===== src/rtl/nfspa_pkg.sv =====
// ============================================================================
// nfspa_pkg
// Shared codes and control bundles for the next-fit slot pool allocator.
// ============================================================================
`default_nettype none

package nfspa_pkg;

  // operation codes
  localparam logic [1:0] OP_ALLOC = 2'd0;
  localparam logic [1:0] OP_FREE  = 2'd1;
  localparam logic [1:0] OP_RESET = 2'd2;

  // status codes
  localparam logic [1:0] ST_OK    = 2'd0;
  localparam logic [1:0] ST_FULL  = 2'd1;
  localparam logic [1:0] ST_RANGE = 2'd2;

  // fixed payload widths
  localparam int unsigned OP_W    = 2;
  localparam int unsigned SLOT_W  = 8;
  localparam int unsigned STAT_W  = 2;
  localparam int unsigned GRANT_W = 4;
  localparam int unsigned COUNT_W = 5;

  // command to the busy-flag store
  typedef struct packed {
    logic wr_en;      // write wr_val at the addressed slot
    logic wr_val;
    logic clear_all;  // drop every flag
  } flags_cmd_t;

  // command to the scan walker
  typedef struct packed {
    logic load;       // restart at the search pointer
    logic step;       // move to the next slot, wrapping
  } walk_cmd_t;

endpackage

`default_nettype wire


===== src/rtl/nfspa_if.sv =====
// ============================================================================
// nfspa_in_if / nfspa_out_if
// Valid/ready channels carrying allocator requests and results.
// ============================================================================
`default_nettype none

interface nfspa_in_if
  import nfspa_pkg::*;
();
  logic                valid;
  logic                ready;
  logic [OP_W-1:0]     operation;
  logic [SLOT_W-1:0]   slot;

  modport source (output valid, output operation, output slot, input ready);
  modport sink   (input valid, input operation, input slot, output ready);
endinterface

interface nfspa_out_if
  import nfspa_pkg::*;
();
  logic                valid;
  logic                ready;
  logic [STAT_W-1:0]   status;
  logic [GRANT_W-1:0]  granted_slot;
  logic [COUNT_W-1:0]  live_count;
  logic [COUNT_W-1:0]  peak_count;

  modport source (output valid, output status, output granted_slot,
                  output live_count, output peak_count, input ready);
  modport sink   (input valid, input status, input granted_slot,
                  input live_count, input peak_count, output ready);
endinterface

`default_nettype wire


===== src/rtl/nfspa_flags.sv =====
// ============================================================================
// nfspa_flags
// Busy flag per slot, one read/write address, and a clear of all flags.
// ============================================================================
`default_nettype none

module nfspa_flags
  import nfspa_pkg::*;
#(
  parameter int unsigned POOL_SLOTS = 16,
  parameter int unsigned IDX_W      = $clog2(POOL_SLOTS)
) (
  input  wire logic             clk,
  input  wire logic             rst_n,
  input  wire logic [IDX_W-1:0] addr,
  input  wire flags_cmd_t       cmd,
  output logic                  rd_busy
);

  logic [POOL_SLOTS-1:0] busy_r;

  assign rd_busy = busy_r[addr];

  always_ff @(posedge clk) begin
    if (!rst_n || cmd.clear_all) begin
      busy_r <= '0;
    end else if (cmd.wr_en) begin
      busy_r[addr] <= cmd.wr_val;
    end
  end

endmodule

`default_nettype wire


===== src/rtl/nfspa_walker.sv =====
// ============================================================================
// nfspa_walker
// Scan position counter: one slot per step, wraps at the pool end.
// ============================================================================
`default_nettype none

module nfspa_walker
  import nfspa_pkg::*;
#(
  parameter int unsigned POOL_SLOTS = 16,
  parameter int unsigned IDX_W      = $clog2(POOL_SLOTS)
) (
  input  wire logic             clk,
  input  wire walk_cmd_t        cmd,
  input  wire logic [IDX_W-1:0] start,
  output logic      [IDX_W-1:0] pos,
  output logic      [IDX_W-1:0] pos_next,  // slot after pos, wrapped
  output logic                  last       // pos is the final probe
);

  localparam logic [IDX_W-1:0] LAST_IDX = IDX_W'(POOL_SLOTS - 1);

  logic [IDX_W-1:0] pos_r;
  logic [IDX_W-1:0] cnt_r;

  assign pos      = pos_r;
  assign pos_next = (pos_r == LAST_IDX) ? '0 : pos_r + 1'b1;
  assign last     = (cnt_r == LAST_IDX);

  always_ff @(posedge clk) begin
    if (cmd.load) begin
      pos_r <= start;
      cnt_r <= '0;
    end else if (cmd.step) begin
      pos_r <= pos_next;
      cnt_r <= cnt_r + 1'b1;
    end
  end

endmodule

`default_nettype wire


===== src/rtl/next_fit_slot_pool_allocator_unit.sv =====
// ============================================================================
// next_fit_slot_pool_allocator_unit
// Next-fit allocator over a fixed pool of slots with live and peak counts.
// ============================================================================
// The unit takes one request beat at a time and answers each with exactly one
// result beat. Allocate probes one slot per cycle from the rotating search
// pointer through the walker; k (1..POOL_SLOTS) is the number of slots
// probed up to the first free one, and a full pool costs the full POOL_SLOTS
// probes. Free, pool reset and the unused code pass through the execute
// state, then the result state. The result sits in an output register, so a
// new request is taken while the previous result waits.
// Flags are cleared by block reset, so the unit is ready right after it.
// Counts are kept at full width inside and shown masked to 5 bits;
// granted_slot shows the low 4 bits of the slot index.
`default_nettype none

module next_fit_slot_pool_allocator_unit
  import nfspa_pkg::*;
#(
  parameter int unsigned POOL_SLOTS = 16
) (
  input  wire logic   clk,
  input  wire logic   rst_n,
  nfspa_in_if.sink    in_ch,
  nfspa_out_if.source out_ch
);

  localparam int unsigned IDX_W = $clog2(POOL_SLOTS);
  localparam int unsigned CNT_W = $clog2(POOL_SLOTS + 1);

  typedef enum logic [1:0] {
    S_IDLE,   // waiting for a request
    S_EXEC,   // free / pool reset / no-op
    S_SCAN,   // allocate, one probe per cycle
    S_RESP    // hand the result to the output register
  } state_t;

  state_t              state_r,  state_nxt;
  logic [OP_W-1:0]     op_r,     op_nxt;
  logic [SLOT_W-1:0]   slot_r,   slot_nxt;
  logic [IDX_W-1:0]    ptr_r,    ptr_nxt;     // next-fit search pointer
  logic [CNT_W-1:0]    live_r,   live_nxt;
  logic [CNT_W-1:0]    peak_r,   peak_nxt;
  logic [STAT_W-1:0]   stat_r,   stat_nxt;    // pending result
  logic [IDX_W-1:0]    gidx_r,   gidx_nxt;

  logic                ovalid_r, ovalid_nxt;  // output register
  logic [STAT_W-1:0]   ostat_r,  ostat_nxt;
  logic [GRANT_W-1:0]  ogrant_r, ogrant_nxt;
  logic [COUNT_W-1:0]  olive_r,  olive_nxt;
  logic [COUNT_W-1:0]  opeak_r,  opeak_nxt;

  flags_cmd_t          fcmd;
  walk_cmd_t           wcmd;
  logic [IDX_W-1:0]    faddr;
  logic                fbusy;
  logic [IDX_W-1:0]    wpos;
  logic [IDX_W-1:0]    wpos_next;
  logic                wlast;
  logic                in_fire;
  logic                free_oor;
  logic [CNT_W-1:0]    live_inc;

  nfspa_flags #(
    .POOL_SLOTS (POOL_SLOTS),
    .IDX_W      (IDX_W)
  ) u_flags (
    .clk     (clk),
    .rst_n   (rst_n),
    .addr    (faddr),
    .cmd     (fcmd),
    .rd_busy (fbusy)
  );

  nfspa_walker #(
    .POOL_SLOTS (POOL_SLOTS),
    .IDX_W      (IDX_W)
  ) u_walker (
    .clk      (clk),
    .cmd      (wcmd),
    .start    (ptr_r),
    .pos      (wpos),
    .pos_next (wpos_next),
    .last     (wlast)
  );

  assign in_ch.ready         = (state_r == S_IDLE);
  assign in_fire             = in_ch.valid && in_ch.ready;
  assign out_ch.valid        = ovalid_r;
  assign out_ch.status       = ostat_r;
  assign out_ch.granted_slot = ogrant_r;
  assign out_ch.live_count   = olive_r;
  assign out_ch.peak_count   = opeak_r;

  // free index beyond the pool
  assign free_oor = ({1'b0, slot_r} >= (SLOT_W + 1)'(POOL_SLOTS));
  assign live_inc = live_r + 1'b1;

  always_comb begin
    state_nxt  = state_r;
    op_nxt     = op_r;
    slot_nxt   = slot_r;
    ptr_nxt    = ptr_r;
    live_nxt   = live_r;
    peak_nxt   = peak_r;
    stat_nxt   = stat_r;
    gidx_nxt   = gidx_r;
    ovalid_nxt = ovalid_r;
    ostat_nxt  = ostat_r;
    ogrant_nxt = ogrant_r;
    olive_nxt  = olive_r;
    opeak_nxt  = opeak_r;
    fcmd       = '0;
    wcmd       = '0;
    faddr      = wpos;

    if (ovalid_r && out_ch.ready) begin
      ovalid_nxt = 1'b0;
    end

    unique case (state_r)
      S_IDLE: begin
        if (in_fire) begin
          op_nxt   = in_ch.operation;
          slot_nxt = in_ch.slot;
          if (in_ch.operation == OP_ALLOC) begin
            wcmd.load = 1'b1;
            state_nxt = S_SCAN;
          end else begin
            state_nxt = S_EXEC;
          end
        end
      end

      S_SCAN: begin
        faddr = wpos;
        if (!fbusy) begin
          fcmd.wr_en  = 1'b1;
          fcmd.wr_val = 1'b1;
          ptr_nxt     = wpos_next;
          live_nxt    = live_inc;
          if (live_inc > peak_r) begin
            peak_nxt = live_inc;
          end
          stat_nxt  = ST_OK;
          gidx_nxt  = wpos;
          state_nxt = S_RESP;
        end else if (wlast) begin
          stat_nxt  = ST_FULL;
          gidx_nxt  = '0;
          state_nxt = S_RESP;
        end else begin
          wcmd.step = 1'b1;
        end
      end

      S_EXEC: begin
        faddr    = slot_r[IDX_W-1:0];
        stat_nxt = ST_OK;
        gidx_nxt = '0;
        case (op_r)
          OP_FREE: begin
            if (free_oor) begin
              stat_nxt = ST_RANGE;
            end else if (fbusy) begin
              fcmd.wr_en  = 1'b1;
              fcmd.wr_val = 1'b0;
              live_nxt    = live_r - 1'b1;
            end
          end
          OP_RESET: begin
            fcmd.clear_all = 1'b1;
            ptr_nxt        = '0;
            live_nxt       = '0;
          end
          default: begin
            // unused code: report counts, touch nothing
          end
        endcase
        state_nxt = S_RESP;
      end

      S_RESP: begin
        if (!ovalid_r || out_ch.ready) begin
          ovalid_nxt = 1'b1;
          ostat_nxt  = stat_r;
          ogrant_nxt = GRANT_W'(gidx_r);
          olive_nxt  = COUNT_W'(live_r);
          opeak_nxt  = COUNT_W'(peak_r);
          state_nxt  = S_IDLE;
        end
      end

      default: begin
        state_nxt = S_IDLE;
      end
    endcase
  end

  always_ff @(posedge clk) begin
    if (!rst_n) begin
      state_r  <= S_IDLE;
      ptr_r    <= '0;
      live_r   <= '0;
      peak_r   <= '0;
      ovalid_r <= 1'b0;
    end else begin
      state_r  <= state_nxt;
      ptr_r    <= ptr_nxt;
      live_r   <= live_nxt;
      peak_r   <= peak_nxt;
      ovalid_r <= ovalid_nxt;
    end
    op_r     <= op_nxt;
    slot_r   <= slot_nxt;
    stat_r   <= stat_nxt;
    gidx_r   <= gidx_nxt;
    ostat_r  <= ostat_nxt;
    ogrant_r <= ogrant_nxt;
    olive_r  <= olive_nxt;
    opeak_r  <= opeak_nxt;
  end

endmodule

`default_nettype wire


===== src/flat_wrapper.sv =====
// flat-port wrapper written by rule: the top's interface ports become plain ports
module next_fit_slot_pool_allocator_unit_flat import nfspa_pkg::*;
#(
  parameter int unsigned POOL_SLOTS = 16
)
  (clk, rst_n, in_ch_valid, in_ch_operation, in_ch_slot, in_ch_ready, out_ch_valid, out_ch_status, out_ch_granted_slot, out_ch_live_count, out_ch_peak_count, out_ch_ready);
  nfspa_in_if in_ch_i ();
  nfspa_out_if out_ch_i ();
  input  wire logic clk;
  input  wire logic rst_n;
  input wire logic [$bits(in_ch_i.valid)-1:0] in_ch_valid;
  input wire logic [$bits(in_ch_i.operation)-1:0] in_ch_operation;
  input wire logic [$bits(in_ch_i.slot)-1:0] in_ch_slot;
  output wire logic [$bits(in_ch_i.ready)-1:0] in_ch_ready;
  output wire logic [$bits(out_ch_i.valid)-1:0] out_ch_valid;
  output wire logic [$bits(out_ch_i.status)-1:0] out_ch_status;
  output wire logic [$bits(out_ch_i.granted_slot)-1:0] out_ch_granted_slot;
  output wire logic [$bits(out_ch_i.live_count)-1:0] out_ch_live_count;
  output wire logic [$bits(out_ch_i.peak_count)-1:0] out_ch_peak_count;
  input wire logic [$bits(out_ch_i.ready)-1:0] out_ch_ready;
  assign in_ch_i.valid = in_ch_valid;
  assign in_ch_i.operation = in_ch_operation;
  assign in_ch_i.slot = in_ch_slot;
  assign in_ch_ready = in_ch_i.ready;
  assign out_ch_valid = out_ch_i.valid;
  assign out_ch_status = out_ch_i.status;
  assign out_ch_granted_slot = out_ch_i.granted_slot;
  assign out_ch_live_count = out_ch_i.live_count;
  assign out_ch_peak_count = out_ch_i.peak_count;
  assign out_ch_i.ready = out_ch_ready;
  next_fit_slot_pool_allocator_unit #(.POOL_SLOTS(POOL_SLOTS)) u_core (.clk(clk), .rst_n(rst_n), .in_ch(in_ch_i), .out_ch(out_ch_i));
endmodule

===== config.mk =====
export PLATFORM = sky130hd
export DESIGN_NAME = next_fit_slot_pool_allocator_unit_flat
export DESIGN_NICKNAME = d
export VERILOG_FILES = /design/src/rtl/nfspa_pkg.sv /design/src/rtl/nfspa_if.sv /design/src/rtl/nfspa_flags.sv /design/src/rtl/nfspa_walker.sv /design/src/rtl/next_fit_slot_pool_allocator_unit.sv /design/src/flat_wrapper.sv
export SDC_FILE = /design/constraint.sdc
export NUM_CORES = 1
export LEC_CHECK = 0
export BUFFER_PORTS_ARGS = -buffer_cell sky130_fd_sc_hd__clkbuf_2
export CAP_MARGIN = 20
export CORE_UTILIZATION = 63
export DETAILED_ROUTE_END_ITERATION = 8
export PLACE_DENSITY = 0.86
export SETUP_SLACK_MARGIN = 0.4
export SYNTH_ARGS = -nofsm -noshare
export SYNTH_HDL_FRONTEND = slang
export SYNTH_SLANG_ARGS = --single-unit

===== constraint.sdc =====
create_clock -name clk -period 8.4 [get_ports clk]
set_input_delay 1.68 -clock clk [delete_from_list [all_inputs] [get_ports clk]]
set_output_delay 1.68 -clock clk [all_outputs]
set_load 0.1 [all_outputs]

Word-level counts from Yosys, hierarchy flattened

Index checks and enable logic that the tools add are counted.

Memory bits (read-only): 0
Word-level logic and storage cells: 105
Bits in registers: 73
Memories kept: 0
RAM bits: 0
Output and inout bits: 18
Bits in latches: 0

Add/sub/neg operators: 4
Equal/unequal tests: 15
Multiply operators: 0
Mux-type cells: 47
Bitwise logic cells: 1
Order comparisons: 4
Shift-type cells: 0
Divide/modulo/power cells: 0
Reductions and logical operators: 18

Operators with widths:

| kind                | number |
|---|---|
| $mux 4              | 8 |
| $mux 2              | 13 |
| $pmux 5 s2          | 2 |
| $bwmux 16           | 1 |
| $pmux 4 s2          | 2 |
| $mux 5              | 3 |
| $mux 1              | 13 |
| $ne 3x3->1 const B  | 3 |
| $reduce_and 3->1    | 3 |
| $add 4x1->4 const B | 2 |
| $eq 4x4->1 const B  | 2 |
| $ge 8x5->1 const B  | 1 |
| $pmux 2 s2          | 2 |
| $pmux 2 s4          | 1 |
| $eq 2x2->1 const B  | 3 |
| $ne 2x2->1 const B  | 3 |
| $reduce_and 2->1    | 3 |
| $add 5x1->5 const B | 1 |
| $gt 5x5->1          | 1 |
| $lt 4x5->1 const B  | 1 |
| $reduce_and 5->1    | 1 |
| $sub 5x1->5 const B | 1 |
| $bmux 1 s4          | 1 |
| $demux 1 s4         | 1 |
| 10 further kinds    | 17 |

Depth between registers and ports, before layout

Gate-level depths: netlist (run 1).

Depth in word-level cells: 9
Gate-level depth with buffers: 12
Mapped depth without buffers: 9

Cells and area by module

From an unflattened synthesis (run 1), not the netlist that was laid out.

Cell total of the unflattened synthesis: 331
Area, all modules: 3505.9 sq um

Modules (own cells, without submodules):

| module                            | cells each | sequential area each (sq um) | area each (sq um) | instances |
|---|---|---|---|---|
| next_fit_slot_pool_allocator_unit | 201        | 1301.2                       | 2270.9            | 1 |
| nfspa_flags                       | 96         | 320.3                        | 838.3             | 1 |
| nfspa_walker                      | 34         | 200.2                        | 396.6             | 1 |

Least setup slack after synthesis (run 1)

OpenSTA, ideal clock, no wires.

Path kind: reg2out
From: register u_core.state_r[0]
To: output port in_ch_ready
Arrival time: 1.231 ns
Setup slack: 5.489 ns
Required time: 6.720 ns
Path buffers: 0
Stages on the path, launching flop included: 3
Cells stage by stage: dfxtp_1 inv_1 ha_1

Cells in the longest elaborated chain, start to end: 1

Ends and longest elaborated chain:

| element                | line                                     | source |
|---|---|---|
| from (decl)            | next_fit_slot_pool_allocator_unit.sv:38  | `state_t state_r, state_nxt;` |
| from (signal assigned) | next_fit_slot_pool_allocator_unit.sv:208 | `state_r <= state_nxt;` |
| $logic_not 2->1        | next_fit_slot_pool_allocator_unit.sv:87  | `assign in_ch.ready = (state_r == S_IDLE);` |
| to (decl)              | flat_wrapper.sv:14                       | `output wire logic [$bits(in_ch_i.ready)-1:0] in_ch_ready;` |

No other way between the ends.

Worst setup path in the final report (run 1)

From: register u_core.state_r[1]
To: register u_core.u_walker.pos_r[2], in the netlist u_core.u_walker.pos[2], enable pin

Cells in the longest elaborated chain, start to end: 7
Elaborated cells between the ends (all ways): 12
Those cells by class: eq/ne: 2; mux: 7; reduce/logical: 3

Ends and longest elaborated chain:

| element                              | line                                     | source |
|---|---|---|
| $eq 2x1->1                           | next_fit_slot_pool_allocator_unit.sv:121 | `unique case (state_r)` |
| $mux 4                               | next_fit_slot_pool_allocator_unit.sv:121 |  |
| $bmux 1 s4                           | nfspa_flags.sv:22                        | `assign rd_busy = busy_r[addr];` |
| $mux 1 (not written as such)         | nfspa_flags.sv:22                        |  |
| $mux 1                               | next_fit_slot_pool_allocator_unit.sv:137 | `if (!fbusy) begin` |
| $mux 1                               | next_fit_slot_pool_allocator_unit.sv:121 |  |
| $reduce_bool 2->1 (no source line) * | -                                        |  |
| to (signal assigned)                 | nfspa_walker.sv:32                       | `pos_r <= start;` |
| to (signal assigned)                 | nfspa_walker.sv:35                       | `pos_r <= pos_next;` |
| to (decl)                            | nfspa_walker.sv:23                       | `logic [IDX_W-1:0] pos_r;` |

Every way passes the cells marked *; elsewhere a longest branch is shown, timed or not. The select of a mux whose other input is x is not followed.
A chain may end at the register's enable or synchronous reset.

==> results of run 1 <==
==> layout make-up <==
type / count / area (um^2) / share of cell area [%]
Clock buffer: 10 / 128 / 3.02
Clock inverter: 6 / 42.5 / 1.01
Inverter: 25 / 93.8 / 2.22
Multi-Input combinational cell: 274 / 1840 / 43.6
Sequential cell: 73 / 1820 / 43.1
Tap cell: 75 / 93.8 / 2.22
Timing Repair Buffer: 35 / 205 / 4.86
==> flip-flops by register name, indices dropped and copies added (netlist names), 4 cells and up <==
name and cells:
u_core.u_walker.cnt_r 4, u_core.u_flags.busy_r 16, u_core.out_ch.peak_count 5, u_core.live_r 5
u_core.out_ch.live_count 5, u_core.out_ch.granted_slot 4, u_core.ptr_r 4, u_core.slot_r 8
u_core.gidx_r 4, u_core.peak_r 5, u_core.u_walker.pos 4
==> worst max-delay path, stage by stage (launching register included) <==
cell and delay, ns:
dfxtp_1 0.35, inv_1 0.09, ha_1 0.15, buf_4 0.42
inv_1 0.32, a31oi_2 0.32, a41oi_1 0.11, or4_1 0.74
buf_16 0.26, o21ai_0 0.47
==> routing by layer <==
metal	part of all wire [%]	track usage [%]	wire (um)
met4	2.1	11.3	176
met1	44	35.6	3640
met3	7.1	6.36	581
met2	46	43.3	3800
met5	0	0	0
==> power by group through the flow <==
stage	sequential, W	clock, W	combinational (W)
2_1_floorplan	0.000538	0	0.000507
3_3_place_gp	0.000525	0	0.000615
3_5_place_dp	0.000529	0	0.000636
4_1_cts	0.000521	0.000245	0.000637
5_1_grt	0.000532	0.000262	0.000735
6_report	0.000524	0.000244	0.000680
==> cells in the final DEF, fill, tap and decap left out, drive strengths merged, types with 3 or more instances in the layout <==
master	n
a21oi	17
clkinv	3
buf	4
nor2	27
or4bb	4
o22ai	3
nor2b	5
and3	6
o21ai	14
clkbuf	41
or3	4
o211ai	5
mux2i	14
o41ai	7
edfxtp	36
o31ai	8
nand3	13
nor3	7
nand4b	5
a41oi	4
inv	26
nand2	50
o31a	8
a211o	5
nor4b	4
a31oi	8
xnor2	3
nand2b	6
ha	15
a32oi	3
dfxtp	37
or4	3
==> cell usage after synthesis (3+ instances only) <==
| master | n |
|---|---|
| nand2_1 | 50 |
| dfxtp_1 | 37 |
| edfxtp_1 | 36 |
| nor2_1 | 26 |
| inv_1 | 25 |
| a21oi_1 | 16 |
| ha_1 | 15 |
| mux2i_1 | 13 |
| nand3_1 | 13 |
| o21ai_0 | 13 |
| clkbuf_1 | 11 |
| o31a_1 | 8 |
| o31ai_1 | 8 |
| a31oi_1 | 7 |
| buf_2 | 7 |
| nor3_1 | 7 |
| o41ai_1 | 7 |
| and3_1 | 6 |
| nand2b_1 | 6 |
| a211o_1 | 5 |
| nand4b_1 | 5 |
| nor2b_1 | 5 |
| o211ai_1 | 5 |
| nor4b_1 | 4 |
| or3_1 | 4 |
| or4bb_1 | 4 |
| o22ai_1 | 3 |
| or4_1 | 3 |
| xnor2_1 | 3 |
==> worst max-delay path by stage <==
stage                                              start  slack [ns]                          endpoint
after floorplan           u_core.state_r[0]$_SDFFE_PN0P_        5.49                       in_ch_ready
final                     u_core.state_r[1]$_SDFFE_PN0P_        4.81  u_core.u_walker.pos[2]$_DFFE_PP_
after global placement    u_core.state_r[1]$_SDFFE_PN0P_        4.85  u_core.u_walker.pos[0]$_DFFE_PP_
after CTS                 u_core.state_r[1]$_SDFFE_PN0P_        4.63  u_core.u_walker.pos[3]$_DFFE_PP_
after detailed placement  u_core.state_r[1]$_SDFFE_PN0P_        4.64  u_core.u_walker.pos[1]$_DFFE_PP_
after global routing      u_core.state_r[1]$_SDFFE_PN0P_        4.60  u_core.u_walker.pos[2]$_DFFE_PP_
==> per-stage QoR <==
stage               cell area, um^2  hold slack (ns)  setup slack [ns]  cells
floorplan                      3860            0.400              5.49    393
global placement               4030            0.402              4.85    481
detailed placement             4030            0.406              4.64    481
CTS                            4200            0.424              4.63    497
global route                   4230            0.430              4.60    498
finish                         4230            0.422              4.81    498
==> cells by family after synthesis <==
| logic type | count (synthesis) | synth area share (%) |
|---|---|---|
| fa+ha+maj | 15 | 4.86 |
| flops | 73 | 47.2 |
| mux | 14 | 3.95 |
| buf+inv | 46 | 5.18 |
| xor+xnor | 5 | 1.13 |
| simple gates | 141 | 18.7 |
| compound gates | 99 | 19.0 |
==> results.py, run 1 <==
metrics = {
    "critical_path": {
        "ff2ff_path_depth": 9,
        "cp-end-kind": "flop",
        "rr_endpoint": "u_core.u_walker.pos[2]$_DFFE_PP_",
        "worstPathArrival_ns": 3.59,
        "start_kind": "flop",
        "cp_max_fo": 53,
        "timing.rr.start": "u_core.state_r[1]$_SDFFE_PN0P_",
        "worstPathRequired_ns": 8.40,
        "critical_path_class": "reg -> reg",
        "r2r_slack_ns": 4.81,
    },
    "clock_network": {
        "clk_pin_slew_ns": 0.07,
        "hold_buffers": 0,
        "cts.sinks": 73,
        "clock_path_buffers": 2,
        "post_cts_resize_count": 0,
        "cts_tree": "yes",
        "cts_root_buf": "clkbuf_8",
        "clk_latency_ns": 0.36,
        "numCtsBuffers": 9,
        "h-tree-depth": 3,
        "cts_setup_buffers": 0,
    },
    "global_route": {
        "grt_pass1_wl_um": 13200,
        "grt_pass1_vias": 2767,
        "gr-total-overflow": 0,
        "antenna_found_initial": 0,
        "grt_max_degree": 54,
        "track_usage_pct": 27.3,
    },
    "yosys": {
        "synth_nets": 422,
        "synth_top_area_cell": "edfxtp_1",
        "synth_area_mm2": 0.00386,
        "yosys-top-cells-area": "edfxtp_1 (28%), dfxtp_1 (19%), ha_1 (4.9%), nand2_1 (4.9%), mux2i_1 (3.4%)",
        "synth_ff_type": "dfxtp_1",
        "async_flop_share_pct": 0,
        "netlist.area_leader.share_pct": 28.0,
        "ys_types": 58,
        "yosys_warnings": 0,
        "syn_inst": 393,
        "syn_avg_cell_area_um2": 9.83,
        "ys_seq_area_share_pct": 47.2,
        "synth_seq_cells": 73,
        "synth_edf_count": 36,
    },
    "power": {
        "leakage_nw": 1.51,
        "peakVddDrop_mv": 0.242,
        "seqPwrFrac_pct": 36.2,
        "finalPower_w": 0.00145,
        "comb_power_share_pct": 47.0,
        "power.switching_w": 0.000643,
        "clockPowerShare_pct": 16.9,
        "swShare_pct": 44.4,
        "internal_power_w": 0.000805,
        "power_density_mw_per_mm2": 343,
    },
    "routing": {
        "wirelength_um": 8190,
        "viasPerCell": 6.39,
        "drtIter0Drc": 357,
        "postRouteAntennaNets": 0,
        "vias": 3183,
        "remaining_drc_errors": 0,
        "wl_per_cell_um": 16.5,
        "first_pass_iters": 5,
    },
    "worst_hold_path": {
        "min_to": "u_core.out_ch.granted_slot[0]$_DFFE_PP_",
        "hold_path_startpoint": "u_core.gidx_r[0]$_SDFFCE_PP0P_",
        "min_path_cells": 0,
        "hold_class": "reg -> reg",
    },
    "timing": {
        "finClkSkew_ns": 0.0116,
        "hold_viol": 0,
        "rsz0062_at_grt": "false",
        "maxSlewHeadroom_pct": 49.7,
        "period_needed_ns": 3.59,
        "worst_slew_pin_slew_ns": 0.755,
        "timing.fmax_mhz": 279,
        "fin_crit_sh_pct": 42.7,
        "setup_violations": 0,
        "slew_violations": 0,
        "setup_tns_ns": 0,
    },
    "final_layout": {
        "syn2layout_area_growth_pct": 9.39,
        "drive_above_1_share_pct": 13.9,
        "n_antenna_cell": 0,
        "nFillCells": 424,
        "final_util_pct": 71.4,
        "fin_nets": 447,
    },
    "job": {
        "cap_viol_max_count": 0,
    },
    "floorplan": {
        "rows": 28,
        "io_pins": 32,
        "start_util_pct": 65.2,
        "die_y_um": 80.3,
        "dieArea_mm2": 0.00645,
        "coreArea_mm2": 0.00592,
        "die_x_um": 80.3,
    },
    "outcome": {
        "status": "completed",
    },
    "placement": {
        "dp_hpwl_um": 5620,
        "finalWeightedCongestion": 0.982,
        "io_buffers": 31,
    },
}
No activity file was read; power rests on OpenSTA's default activity.
==> run 2, diff against run 1 <==
--- a/config.mk
+++ b/config.mk
@@ -7,9 +7,9 @@
 export LEC_CHECK = 0
 export BUFFER_PORTS_ARGS = -buffer_cell sky130_fd_sc_hd__clkbuf_2
 export CAP_MARGIN = 20
-export CORE_UTILIZATION = 63
+export CORE_UTILIZATION = 60
 export DETAILED_ROUTE_END_ITERATION = 8
-export PLACE_DENSITY = 0.86
+export PLACE_DENSITY = 0.83
 export SETUP_SLACK_MARGIN = 0.4
 export SYNTH_ARGS = -nofsm -noshare
 export SYNTH_HDL_FRONTEND = slang
==> constraint.sdc (replaced) <==
create_clock -name clk -period 3.5 [get_ports clk]
set_input_delay 0.7 -clock clk [delete_from_list [all_inputs] [get_ports clk]]
set_output_delay 0.7 -clock clk [all_outputs]
set_load 0.1 [all_outputs]
==> run 2 against run 1 <==
Register-to-register slack worse by 4.3 ns. Setup slack worse by 4.3 ns. Maximum frequency is 20% higher. Critical path depth is 1 lower. First-iteration DRC count is 23% higher. Utilization is 0.10 points higher. Flip-flop and latch count stayed put. Cell count is 1.2% higher. Sequential power is 140% higher. Critical path type unchanged. Critical endpoint is now u_core.stat_r[0]$_SDFFCE_PP0P_.
==> results.py, run 2 (synthesis gave the netlist of run 1 again) <==
metrics = {
    "outcome": {
        "status": "completed",
    },
    "critical_path": {
        "max_stage_delay_ns": 0.75,
        "critPathTopFamily": "simple AND/OR/NAND/NOR gates",
        "crit_path_start": "u_core.state_r[1]$_SDFFE_PN0P_",
        "endpoint": "u_core.stat_r[0]$_SDFFCE_PP0P_",
        "path_buf_inv": 2,
        "cp-end-kind": "flop",
        "critical_path_class": "reg -> reg",
        "timing.rr.start": "u_core.state_r[1]$_SDFFE_PN0P_",
        "r2r_slack_ns": 0.51,
        "critPathSlowestCell": "nor4_2",
        "worstPathRequired_ns": 3.50,
        "cp_max_fo": 53,
        "rr_endpoint": "u_core.stat_r[0]$_SDFFCE_PP0P_",
        "start_kind": "flop",
        "worstPathArrival_ns": 2.99,
        "cp_num_cells": 8,
        "ff2ff_path_depth": 8,
        "crit_chain": "inv_1, ha_1, buf_12, nor3b_2, o21bai_1, a41oi_1, nor4_2, a31oi_1",
    },
    "floorplan": {
        "rows": 28,
        "die_y_um": 82.2,
        "dieArea_mm2": 0.00676,
        "die_x_um": 82.2,
        "coreArea_mm2": 0.00606,
        "io_pins": 32,
        "start_util_pct": 63.7,
    },
    "timing": {
        "period_needed_ns": 2.99,
        "worst_slew_pin_slew_ns": 0.891,
        "hold_viol": 0,
        "setup_violations": 0,
        "slew_violations": 0,
        "rsz0062_at_grt": "true",
        "fin_crit_sh_pct": 85.4,
        "timing.fmax_mhz": 335,
        "maxSlewHeadroom_pct": 39.0,
        "setup_tns_ns": 0,
        "finClkSkew_ns": 0.0156,
    },
    "placement": {
        "io_buffers": 31,
        "finalWeightedCongestion": 0.873,
        "dp_hpwl_um": 5910,
        "placed_cells": 488,
    },
    "routing": {
        "wl_per_cell_um": 16.7,
        "remaining_drc_errors": 0,
        "highest_layer": "met4",
        "drt-met1-wl_um": 3770,
        "vias": 3183,
        "wirelength_um": 8430,
        "met3_length_um": 592,
        "wl_met2_um": 3940,
        "viasPerCell": 6.32,
        "postRouteAntennaNets": 0,
        "drtIter0Drc": 438,
        "first_pass_iters": 5,
    },
    "final_layout": {
        "n_antenna_cell": 0,
        "layout_common_cells": "nand2_1 (50), dfxtp_1 (37), edfxtp_1 (36)",
        "top_register": "u_core.u_flags.busy_r",
        "drive_above_1_share_pct": 16.1,
        "syn2layout_area_growth_pct": 12.1,
        "reg.largest.list": "u_core.u_flags.busy_r: 16 flops, u_core.slot_r: 8 flops",
        "largest_reg_flops": 16,
        "final_common_cell": "nand2_1",
        "stdcell_count": 504,
        "fin_nets": 453,
        "nFillCells": 439,
    },
    "clock_network": {
        "hold_buffers": 0,
        "cts_tree": "yes",
        "numCtsBuffers": 9,
        "clock_path_buffers": 2,
        "clk_latency_ns": 0.36,
        "clk_pin_slew_ns": 0.08,
        "cts.sinks": 73,
        "h-tree-depth": 3,
        "cts_root_buf": "clkbuf_8",
    },
    "job": {
        "cap_viol_max_count": 0,
    },
    "power": {
        "leakage_nw": 1.56,
        "finalPower_w": 0.00363,
        "peakVddDrop_mv": 0.585,
        "power_density_mw_per_mm2": 838,
    },
    "worst_hold_path": {
        "hold_class": "reg -> reg",
    },
    "global_route": {
        "grt_max_degree": 54,
        "antenna_found_initial": 0,
        "grt_pass1_vias": 2866,
        "grt_pass1_wl_um": 13600,
        "track_usage_pct": 27.2,
        "gr-total-overflow": 0,
    },
}
## run 2: where the power goes
| part | internal [W] | switching, W |
|---|---|---|
| registers | 0.00111 | 0.000145 |
| logic | 0.000580 | 0.00107 |
| clock network | 0.000404 | 0.000320 |
## run 2: worst min path at each step
stage,start,endpoint,slack (ns),cells after the start
CTS,u_core.gidx_r[3]$_SDFFCE_PP0P_,u_core.out_ch.granted_slot[3]$_DFFE_PP_,0.42,0
detailed placement,u_core.gidx_r[2]$_SDFFCE_PP0P_,u_core.out_ch.granted_slot[2]$_DFFE_PP_,0.40,0
floorplan,u_core.gidx_r[0]$_SDFFCE_PP0P_,u_core.out_ch.granted_slot[0]$_DFFE_PP_,0.40,0
global placement,u_core.stat_r[0]$_SDFFCE_PP0P_,u_core.out_ch.status[0]$_DFFE_PP_,0.40,0
finish,u_core.gidx_r[3]$_SDFFCE_PP0P_,u_core.out_ch.granted_slot[3]$_DFFE_PP_,0.42,0
global route,u_core.stat_r[1]$_SDFFCE_PN0P_,u_core.out_ch.status[1]$_DFFE_PP_,0.44,0
## run 2: worst register-to-register path, stage by stage (launching register included)
cell      delay [ns]
dfxtp_1         0.38
inv_1           0.08
ha_1            0.21
buf_12          0.19
nor3b_2         0.22
o21bai_1        0.18
a41oi_1         0.19
nor4_2          0.75
a31oi_1         0.45
## run 2: per-stage QoR
step	setup WS, ns	hold WS (ns)	util, %	cell area (um^2)
floorplan	0.649	0.400	-	3860
global placement	0.587	0.404	67.5	4090
detailed placement	0.423	0.405	67.5	4090
CTS	0.435	0.423	71.2	4320
global route	0.396	0.437	71.5	4330
finish	0.512	0.422	71.5	4330
## run 2: layer usage
layer  vias up  track usage [%]
met4         0             10.5
met3        12             3.41
met5         -                0
met2       145             43.9
met1      1497             37.2
li1       1529                -
## run 2: area by class of cell
| class | count | area (um^2) | area share (%) |
|---|---|---|---|
| Multi-Input combinational cell | 274 | 1860 | 43.0 |
| Sequential cell | 73 | 1820 | 42.1 |
| Timing Repair Buffer | 41 | 243 | 5.60 |
| Clock buffer | 10 | 128 | 2.95 |
| Inverter | 25 | 93.8 | 2.17 |
| Tap cell | 75 | 93.8 | 2.17 |
| Clock inverter | 6 | 90.1 | 2.08 |
## run 2: what timing repair did
| action | CTS | global route |
|---|---|---|
| endpoints found under the setup margin | 2 | 33 |
| setup buffers | 0 | 0 |
| gates resized for setup | 1 | 3 |
